<file path="config.mk">
export PLATFORM = sky130hd
export DESIGN_NAME = bounded_deque_with_remove
export DESIGN_NICKNAME = d
export VERILOG_FILES = /design/src/sv/bdq_pkg.sv /design/src/sv/bdq_ram.sv /design/src/sv/bounded_deque_with_remove.sv
export SDC_FILE = /design/constraint.sdc
export NUM_CORES = 1
export LEC_CHECK = 0
export BUFFER_PORTS_ARGS = -buffer_cell sky130_fd_sc_hd__buf_2
export CORE_MARGIN = 2
export CORE_UTILIZATION = 40
export DETAILED_ROUTE_END_ITERATION = 8
export GPL_TIMING_DRIVEN = 0
export PLACE_DENSITY = 0.53
export SYNTH_ARGS = -nofsm -noshare
export SYNTH_HDL_FRONTEND = slang
export SYNTH_SLANG_ARGS = --single-unit
</file>
<file path="constraint.sdc">
create_clock -name clk_i -period 8.4 [get_ports clk_i]
set_input_delay 1.68 -clock clk_i [delete_from_list [all_inputs] [get_ports clk_i]]
set_output_delay 1.68 -clock clk_i [all_outputs]
set_load 0.01 [all_outputs]
</file>
<file path="src/sv/bdq_pkg.sv">
// Shared types and defaults for the bounded deque with remove-by-value.
package bdq_pkg;

  localparam int unsigned CAPACITY_DEF   = 16;
  localparam int unsigned DATA_WIDTH_DEF = 32;

  typedef enum logic [2:0] {
    ACT_APPEND   = 3'd0,
    ACT_RM_FRONT = 3'd1,
    ACT_RM_BACK  = 3'd2,
    ACT_RM_VALUE = 3'd3,
    ACT_PEEK     = 3'd4,
    ACT_CLEAR    = 3'd5
  } action_e;

  typedef enum logic [1:0] {
    ST_OK    = 2'd0,
    ST_EMPTY = 2'd1,
    ST_FULL  = 2'd2
  } status_e;

  typedef enum logic [2:0] {
    S_IDLE,
    S_EXEC,
    S_READ,
    S_SCAN,
    S_SHIFT,
    S_DONE
  } state_e;

endpackage

</file>
<file path="src/sv/bdq_ram.sv">
// Single-port-write, single-port-read synchronous RAM holding the deque slots.
module bdq_ram #(
  parameter int unsigned DEPTH = bdq_pkg::CAPACITY_DEF,
  parameter int unsigned WIDTH = bdq_pkg::DATA_WIDTH_DEF,
  localparam int unsigned AW   = $clog2(DEPTH)
) (
  input  logic             clk_i,
  input  logic             we_i,
  input  logic [AW-1:0]    waddr_i,
  input  logic [WIDTH-1:0] wdata_i,
  input  logic             re_i,
  input  logic [AW-1:0]    raddr_i,
  output logic [WIDTH-1:0] rdata_o
);

  logic [WIDTH-1:0] mem [DEPTH];
  logic [WIDTH-1:0] rdata_q;

  always_ff @(posedge clk_i) begin
    if (we_i) begin
      mem[waddr_i] <= wdata_i;
    end
  end

  always_ff @(posedge clk_i) begin
    if (re_i) begin
      rdata_q <= mem[raddr_i];
    end
  end

  assign rdata_o = rdata_q;

endmodule

</file>
<file path="src/sv/bounded_deque_with_remove.sv">
// Top level of the bounded deque: request sequencer, slot RAM and result register.
//
//  channel | dir | handshake                     | payload
//  --------+-----+-------------------------------+-------------------------------------
//  s_axis  | in  | s_axis_tvalid / s_axis_tready | tuser: action; tdata: value
//  m_axis  | out | m_axis_tvalid / m_axis_tready | tuser: status; tdata: data_out, count_out
//
//  One request at a time. Append, clear, ignored actions and any remove or peek on an
//  empty store go from EXEC straight to DONE; remove front/back and peek otherwise
//  pass through READ for one RAM read. Remove value reads one entry per cycle through
//  the single RAM read port, then on a hit moves each later entry down one slot per cycle.
//  Reset clears state, front, count and m_axis valid; slot contents are left as they are.
//  A new request is taken while a finished result still waits on m_axis.
module bounded_deque_with_remove #(
  parameter int unsigned CAPACITY   = bdq_pkg::CAPACITY_DEF,
  parameter int unsigned DATA_WIDTH = bdq_pkg::DATA_WIDTH_DEF
) (
  input  logic        clk_i,
  input  logic        rst_ni,
  input  logic        s_axis_tvalid,
  output logic        s_axis_tready,
  input  logic [31:0] s_axis_tdata,   // [31:0] value
  input  logic [2:0]  s_axis_tuser,   // [2:0] action
  output logic        m_axis_tvalid,
  input  logic        m_axis_tready,
  output logic [39:0] m_axis_tdata,   // [31:0] data_out, [36:32] count_out, [39:37] zero
  output logic [1:0]  m_axis_tuser    // [1:0] status
);

  localparam int unsigned IDX_W = $clog2(CAPACITY);
  localparam int unsigned CNT_W = $clog2(CAPACITY + 1);
  localparam int unsigned OW    = CNT_W + 1;

  bdq_pkg::state_e  state_q, state_d;
  logic [2:0]            act_q, act_d;
  logic [DATA_WIDTH-1:0] val_q, val_d;
  logic [IDX_W-1:0]      front_q, front_d;
  logic [CNT_W-1:0]      count_q, count_d;
  logic [IDX_W-1:0]      pos_q, pos_d;
  bdq_pkg::status_e      res_status_q, res_status_d;
  logic [DATA_WIDTH-1:0] res_data_q, res_data_d;

  logic                  mem_we, mem_re;
  logic [IDX_W-1:0]      mem_waddr, mem_raddr;
  logic [DATA_WIDTH-1:0] mem_wdata, mem_rdata;

  logic                  s_accept, out_free;
  logic                  full, empty, match, more, shift_more;
  logic [OW-1:0]         cnt_x, pos0, pos1, pos2, cnt_m1;
  logic [63:0]           val_wide, data_wide, cnt_wide;
  logic                  m_valid_q;
  logic [31:0]           m_data_q;
  logic [4:0]            m_count_q;
  logic [1:0]            m_status_q;

  // Physical slot of logical position k; k + front stays below twice the capacity.
  function automatic logic [IDX_W-1:0] slot_of(input logic [IDX_W-1:0] front,
                                                input logic [OW-1:0] k);
    logic [OW:0] p;
    p = (OW+1)'(front) + (OW+1)'(k);
    if (p >= (OW+1)'(CAPACITY)) begin
      p = p - (OW+1)'(CAPACITY);
    end
    return p[IDX_W-1:0];
  endfunction

  bdq_ram #(
    .DEPTH (CAPACITY),
    .WIDTH (DATA_WIDTH)
  ) u_ram (
    .clk_i   (clk_i),
    .we_i    (mem_we),
    .waddr_i (mem_waddr),
    .wdata_i (mem_wdata),
    .re_i    (mem_re),
    .raddr_i (mem_raddr),
    .rdata_o (mem_rdata)
  );

  assign s_axis_tready = (state_q == bdq_pkg::S_IDLE);
  assign s_accept      = s_axis_tvalid && s_axis_tready;
  assign out_free      = !m_valid_q || m_axis_tready;

  assign val_wide = 64'(s_axis_tdata);
  assign cnt_x    = OW'(count_q);
  assign pos0     = OW'(pos_q);
  assign pos1     = pos0 + OW'(1);
  assign pos2     = pos0 + OW'(2);
  assign cnt_m1   = cnt_x - OW'(1);

  assign full       = (count_q == CNT_W'(CAPACITY));
  assign empty      = (count_q == '0);
  assign match      = (mem_rdata == val_q);
  assign more       = (pos1 < cnt_x);
  assign shift_more = (pos2 < cnt_x);

  always_comb begin
    state_d = state_q;
    case (state_q)
      bdq_pkg::S_IDLE: begin
        if (s_accept) state_d = bdq_pkg::S_EXEC;
      end
      bdq_pkg::S_EXEC: begin
        state_d = bdq_pkg::S_DONE;
        case (act_q)
          bdq_pkg::ACT_RM_FRONT, bdq_pkg::ACT_RM_BACK, bdq_pkg::ACT_PEEK: begin
            if (!empty) state_d = bdq_pkg::S_READ;
          end
          bdq_pkg::ACT_RM_VALUE: begin
            if (!empty) state_d = bdq_pkg::S_SCAN;
          end
          default: state_d = bdq_pkg::S_DONE;
        endcase
      end
      bdq_pkg::S_READ: state_d = bdq_pkg::S_DONE;
      bdq_pkg::S_SCAN: begin
        if (match && more) begin
          state_d = bdq_pkg::S_SHIFT;
        end else if (!match && more) begin
          state_d = bdq_pkg::S_SCAN;
        end else begin
          state_d = bdq_pkg::S_DONE;
        end
      end
      bdq_pkg::S_SHIFT: begin
        if (!shift_more) state_d = bdq_pkg::S_DONE;
      end
      bdq_pkg::S_DONE: begin
        if (out_free) state_d = bdq_pkg::S_IDLE;
      end
      default: state_d = bdq_pkg::S_IDLE;
    endcase
  end

  always_comb begin
    act_d        = act_q;
    val_d        = val_q;
    front_d      = front_q;
    count_d      = count_q;
    pos_d        = pos_q;
    res_status_d = res_status_q;
    res_data_d   = res_data_q;
    mem_we       = 1'b0;
    mem_re       = 1'b0;
    mem_waddr    = slot_of(front_q, cnt_x);
    mem_raddr    = front_q;
    mem_wdata    = val_q;
    case (state_q)
      bdq_pkg::S_IDLE: begin
        if (s_accept) begin
          act_d = s_axis_tuser;
          val_d = val_wide[DATA_WIDTH-1:0];
          pos_d = '0;
        end
      end
      bdq_pkg::S_EXEC: begin
        res_status_d = bdq_pkg::ST_OK;
        res_data_d   = '0;
        case (act_q)
          bdq_pkg::ACT_APPEND: begin
            if (full) begin
              res_status_d = bdq_pkg::ST_FULL;
            end else begin
              mem_we  = 1'b1;
              count_d = count_q + CNT_W'(1);
            end
          end
          bdq_pkg::ACT_RM_FRONT, bdq_pkg::ACT_RM_BACK, bdq_pkg::ACT_PEEK,
          bdq_pkg::ACT_RM_VALUE: begin
            if (empty) begin
              res_status_d = bdq_pkg::ST_EMPTY;
            end else begin
              mem_re = 1'b1;
              if (act_q inside {bdq_pkg::ACT_RM_BACK, bdq_pkg::ACT_PEEK}) begin
                mem_raddr = slot_of(front_q, cnt_m1);
              end
            end
          end
          bdq_pkg::ACT_CLEAR: begin
            count_d = '0;
            front_d = '0;
          end
          default: res_status_d = bdq_pkg::ST_OK;
        endcase
      end
      bdq_pkg::S_READ: begin
        res_data_d = mem_rdata;
        if (act_q == bdq_pkg::ACT_RM_FRONT) begin
          front_d = slot_of(front_q, OW'(1));
          count_d = count_q - CNT_W'(1);
        end else if (act_q == bdq_pkg::ACT_RM_BACK) begin
          count_d = count_q - CNT_W'(1);
        end
      end
      bdq_pkg::S_SCAN: begin
        // fetch the next entry while comparing this one
        mem_re    = 1'b1;
        mem_raddr = slot_of(front_q, pos1);
        if (match) begin
          res_data_d = val_q;
          if (!more) count_d = count_q - CNT_W'(1);
        end else if (more) begin
          pos_d = pos1[IDX_W-1:0];
        end else begin
          res_status_d = bdq_pkg::ST_EMPTY;
        end
      end
      bdq_pkg::S_SHIFT: begin
        // slot j takes j+1; the read of j+2 never hits the slot being written
        mem_we    = 1'b1;
        mem_waddr = slot_of(front_q, pos0);
        mem_wdata = mem_rdata;
        if (shift_more) begin
          mem_re    = 1'b1;
          mem_raddr = slot_of(front_q, pos2);
          pos_d     = pos1[IDX_W-1:0];
        end else begin
          count_d = count_q - CNT_W'(1);
        end
      end
      default: pos_d = pos_q;
    endcase
  end

  always_ff @(posedge clk_i or negedge rst_ni) begin
    if (!rst_ni) begin
      state_q <= bdq_pkg::S_IDLE;
      front_q <= '0;
      count_q <= '0;
    end else begin
      state_q <= state_d;
      front_q <= front_d;
      count_q <= count_d;
    end
  end

  always_ff @(posedge clk_i) begin
    act_q        <= act_d;
    val_q        <= val_d;
    pos_q        <= pos_d;
    res_status_q <= res_status_d;
    res_data_q   <= res_data_d;
  end

  assign data_wide = 64'(res_data_q);
  assign cnt_wide  = 64'(count_q);

  always_ff @(posedge clk_i or negedge rst_ni) begin
    if (!rst_ni) begin
      m_valid_q <= 1'b0;
    end else if (state_q == bdq_pkg::S_DONE && out_free) begin
      m_valid_q <= 1'b1;
    end else if (m_axis_tready) begin
      m_valid_q <= 1'b0;
    end
  end

  always_ff @(posedge clk_i) begin
    if (state_q == bdq_pkg::S_DONE && out_free) begin
      m_data_q   <= data_wide[31:0];
      m_count_q  <= cnt_wide[4:0];
      m_status_q <= res_status_q;
    end
  end

  assign m_axis_tvalid = m_valid_q;
  assign m_axis_tdata  = {3'b000, m_count_q, m_data_q};
  assign m_axis_tuser  = m_status_q;

  a_count_bound: assert property (@(posedge clk_i) disable iff (!rst_ni)
    OW'(count_q) <= OW'(CAPACITY))
    else $error("entry count above capacity");

  a_no_rw_clash: assert property (@(posedge clk_i) disable iff (!rst_ni)
    (mem_we && mem_re) |-> (mem_waddr != mem_raddr))
    else $error("read and write to the same slot in one cycle");

  a_result_from_done: assert property (@(posedge clk_i) disable iff (!rst_ni)
    $rose(m_valid_q) |-> $past(state_q == bdq_pkg::S_DONE))
    else $error("result issued outside the done state");

  a_one_at_a_time: assert property (@(posedge clk_i) disable iff (!rst_ni)
    s_accept |=> (state_q == bdq_pkg::S_EXEC && !s_axis_tready))
    else $error("request accepted while another is in progress");

endmodule
</file>
==> flow_results.org <==
** Status
- Run status :: finished clean

** Die
- For this design the top-level I/O count stands at 83.
- The initial utilization of the core area, before any placement, comes to 40.2%.
- Area of the core :: 0.0682 sq mm
- In this run the vertical extent of the chip is 266 um.
- Row Count :: 96
- Die Span X :: 266 um
- Die outline area :: 0.0707 sq mm

** Placed design
- Input and output buffers added on the ports amount to 79.
- Routability-driven placement finished with a final weighted congestion of 0.817.
- Estimated wirelength of the detail-placed design :: 50700 um
- Worst setup slack after placement :: between 3 and 4 ns

** Drt
- DRC violations left :: 0
- Routed wire length on met3 :: approximately 5700 um
- The routed design has 77200 um of wire.
- The highest metal layer carrying signal wires in the routed design is met5.
- Using the TritonRoute via totals, the vias-per-cell ratio works out to 5.62.
- For this block, the via count after detailed routing is 15800.
- The detailed router finished its first iteration with 1420 violations.
- The count of nets left with antenna violations once routing finished came out at 0.
- Dividing the detail-routed wire length by the instance count gives 27.4 um.
- Number of detailed-route iterations in the first pass :: 7
- The detailed router put a total of approximately 33000 um of wire on met1.
- Met2 WL post-DR :: approximately 36000 um

** Global routing
- First-pass GRT wire length :: 110000 um
- The number of antenna violations at the first check in global routing came to 1.
- Global routing usage summed across all routing layers :: 21.9%
- Via count of the first global-routing pass :: 15700
- Entering global routing, the biggest net connects 23 pins.
- The total overflow left after global routing is 0.

** Critical path
- STA puts the critical path data arrival time at 5.36 ns.
- Critical-path maximum fanout :: 10
- Req. time, crit path :: slightly below 9 ns
- The worst setup path is captured at a register.
- Critical Path Source Type :: register
- Crit Path Category :: register to register

** Synthesis
- Post-synthesis instance area :: ~0.027 sq mm
- Sequential element share of the synthesized area :: between 70% and 80%
- A synthesized cell averages roughly 16 sq um.
- For this run, asynchronously set or reset flops after synthesis account for 1.94%.
- Count of yosys warnings during synthesis :: 0
- Counting flops and latches in the post-synthesis netlist gives 669.
- Cells after Synth :: 1711
- Synth unique cells :: 65
- The synthesized design contains 656 enable-type register cells.
- Most used flip-flop cell after synthesis :: sky130_fd_sc_hd__edfxtp_1

** Clock network
- Post-CTS repair changed the size of 0 cells.
- The root buffer cell chosen for the clock tree is sky130_fd_sc_hd__clkbuf_16.
- Level count of the clock H-tree :: 3
- CTS Hold Buffers Added :: 0
- Clock insertion delay at the later pin of the skew report :: 0.63 ns
- Buffers inserted during clock tree synthesis total 72.
- Post-CTS repair timing setup buffer count :: 0
- After clock tree synthesis, the clock-pin slew on the worst setup and hold paths is around 0.06 ns.
- CTS sink cnt :: 669
- Max Buffers Root-to-Sink :: 3
- TritonCTS built the clock tree.

** Finish
- 0 antenna diodes ended up in the layout.
- At the end of the flow the core is filled with cells to 46.6%.
- Net count, final :: 1956
- The area growth from synthesis to layout is 15.9%.
- Proportion of layout cells with a drive suffix above 1 :: between 10% and 20%

** STA
- Transition time at the pin with the least slew margin :: 1.38 ns
- The clock period could shrink to 5.00 ns.
- Setup repair after global routing missed its margin :: no
- In this run the tightest slew margin relative to its limit is 7.95%.
- Crit path setup slack, layout :: 3.40 ns
- After routing, the total negative slack on setup checks comes to 0 ns.
- Worst clock skew :: 0.0267 ns
- The number of hold violations in the final report came to 0.
- The final max-slew violation count is 0.
- Final worst path period share :: 59.5%
- Number of failing setup endpoints in the final timing report :: 0
- Based on the critical path, the design can be clocked at up to 0.200 GHz.

** Flow run
- Max-cap violations in this run came to 0.

** Hold path
- The worst hold path belongs to the class register to register.
## worst max-delay path, cell delays in order (launching register included)
cell	delay [ns]
sky130_fd_sc_hd__dfrtp_1	0.42
sky130_fd_sc_hd__clkbuf_1	0.39
sky130_fd_sc_hd__inv_1	0.17
sky130_fd_sc_hd__ha_1	0.34
sky130_fd_sc_hd__a21oi_1	0.18
sky130_fd_sc_hd__o21a_1	0.20
sky130_fd_sc_hd__o21ai_0	0.19
sky130_fd_sc_hd__nor3_1	0.32
sky130_fd_sc_hd__a21o_1	0.16
sky130_fd_sc_hd__a21oi_1	0.05
sky130_fd_sc_hd__a211oi_1	1.09
sky130_fd_sc_hd__clkbuf_1	0.80
sky130_fd_sc_hd__mux2_2	0.42
## cell usage in the layout, fill, tap and decap left out, drive strengths merged, types with 6 or more instances in the layout
cell type,n
a221oi,65
buf,160
edfxtp,656
nand2,263
mux2,33
a32o,64
inv,24
o21a,6
nor2,45
bufinv,7
o21ai,20
clkbuf,124
clkinv,22
nand4,10
nor3,14
a21o,8
mux2i,192
xor2,10
dfrtp,13
a22o,32
ha,26
a21oi,29
xnor2,42
## layout make-up
cell class | count | area, sq um
clock inverter | 33 | 374
tap | 882 | 1100
clock buffer | 93 | 1900
inverter | 20 | 75.1
multi-input combinational | 933 | 6980
sequential | 669 | 20000
buffer | 91 | 489
timing repair buffer | 100 | 838
fill | 5891 | 36400
## registers in the layout (all words and copies together) (netlist names)
register       count
m_axis_tuser       2
front_q            4
m_axis_tvalid      1
count_q            5
m_count_q          5
val_q             32
u_ram.mem        512
pos_q              4
u_ram.rdata_o     32
res_status_q       2
res_data_q        32
state_q            3
act_q              3
m_data_q          32
## path summary, 6_finish.rpt
kind | start | end | slack [ns] | cells past startpoint
worst max-delay path | count_q[2]$_DFFE_PN0P_ | u_ram.rdata_o[18]$_DFFE_PP_ | 3.40 | 12
worst min-delay path | res_data_q[8]$_DFFE_PP_ | m_data_q[8]$_DFFE_PP_ | 0.42 | 0
worst max register to register | count_q[2]$_DFFE_PN0P_ | u_ram.rdata_o[18]$_DFFE_PP_ | 3.40 | 12
worst min register to register | res_data_q[8]$_DFFE_PP_ | m_data_q[8]$_DFFE_PP_ | 0.42 | 0
max in group asynchronous | rst_ni | count_q[0]$_DFFE_PN0P_ | 7.20 | 1
min in group asynchronous | rst_ni | count_q[3]$_DFFE_PN0P_ | 0.95 | 1
## through the flow
| step | hold slack [ns] | instance area (sq um) | std cells |
|---|---|---|---|
| CTS | 0.419 | 31800 | 2821 |
| finish | 0.418 | 31800 | 2821 |
| global placement | 0.404 | 28900 | 2674 |
| global route | 0.424 | 31800 | 2821 |
| detailed placement | 0.406 | 29500 | 2695 |
| floorplan | 0.400 | 27400 | 1713 |
## layer usage
layer,up-vias,global-route usage [%]
li1,7058,-
met1,8055,29.6
met2,595,34.9
met3,129,5.43
met4,4,6.47
met5,-,1.11
## cell usage after synthesis, types with 2 or more instances
library cell / number / area [sq um]
sky130_fd_sc_hd__a21o_1: 8 / 60.1
sky130_fd_sc_hd__mux2i_1: 192 / 1920
sky130_fd_sc_hd__nand2b_1: 5 / 31.3
sky130_fd_sc_hd__buf_6: 7 / 78.8
sky130_fd_sc_hd__a21oi_1: 28 / 140
sky130_fd_sc_hd__buf_2: 40 / 200
sky130_fd_sc_hd__a22oi_1: 2 / 15.0
sky130_fd_sc_hd__a221oi_1: 65 / 569
sky130_fd_sc_hd__nor2_1: 45 / 169
sky130_fd_sc_hd__clkbuf_1: 31 / 116
sky130_fd_sc_hd__xnor2_1: 42 / 368
sky130_fd_sc_hd__nor3_1: 12 / 60.1
sky130_fd_sc_hd__fa_1: 4 / 80.1
sky130_fd_sc_hd__o21a_1: 6 / 45.0
sky130_fd_sc_hd__a211oi_1: 3 / 22.5
sky130_fd_sc_hd__inv_1: 20 / 75.1
sky130_fd_sc_hd__a22o_1: 32 / 280
sky130_fd_sc_hd__nor4_1: 2 / 12.5
sky130_fd_sc_hd__dfrtp_1: 13 / 325
sky130_fd_sc_hd__buf_4: 12 / 90.1
sky130_fd_sc_hd__a21boi_0: 2 / 15.0
sky130_fd_sc_hd__o22ai_1: 5 / 31.3
sky130_fd_sc_hd__o31ai_1: 4 / 30.0
sky130_fd_sc_hd__nand3_1: 2 / 10.0
sky130_fd_sc_hd__ha_1: 26 / 325
sky130_fd_sc_hd__edfxtp_1: 656 / 19700
sky130_fd_sc_hd__and2_1: 4 / 25.0
sky130_fd_sc_hd__nand2_1: 263 / 987
sky130_fd_sc_hd__o221ai_1: 2 / 17.5
sky130_fd_sc_hd__o21ai_0: 19 / 95.1
sky130_fd_sc_hd__nand4_1: 10 / 62.6
sky130_fd_sc_hd__a31oi_1: 5 / 31.3
sky130_fd_sc_hd__mux2_2: 33 / 372
sky130_fd_sc_hd__nor2b_1: 4 / 25.0
sky130_fd_sc_hd__a311oi_1: 2 / 17.5
sky130_fd_sc_hd__or3_1: 2 / 12.5
sky130_fd_sc_hd__a32o_1: 64 / 641
sky130_fd_sc_hd__and3_1: 3 / 18.8
sky130_fd_sc_hd__xor2_1: 10 / 87.6
## logic make-up after synthesis
logic type	count (synthesis)	synth area share [%]
xor+xnor	52	1.66
mux	225	8.36
buf+inv	111	2.06
flops	669	73.0
fa+ha+maj	30	1.48
other cells	1	0.0137
simple gates	363	5.63
compound gates	260	7.78
Power is left out: the tool's default activity adds up to more than one toggle a clock period on the data nets, which glitch-free logic cannot reach.
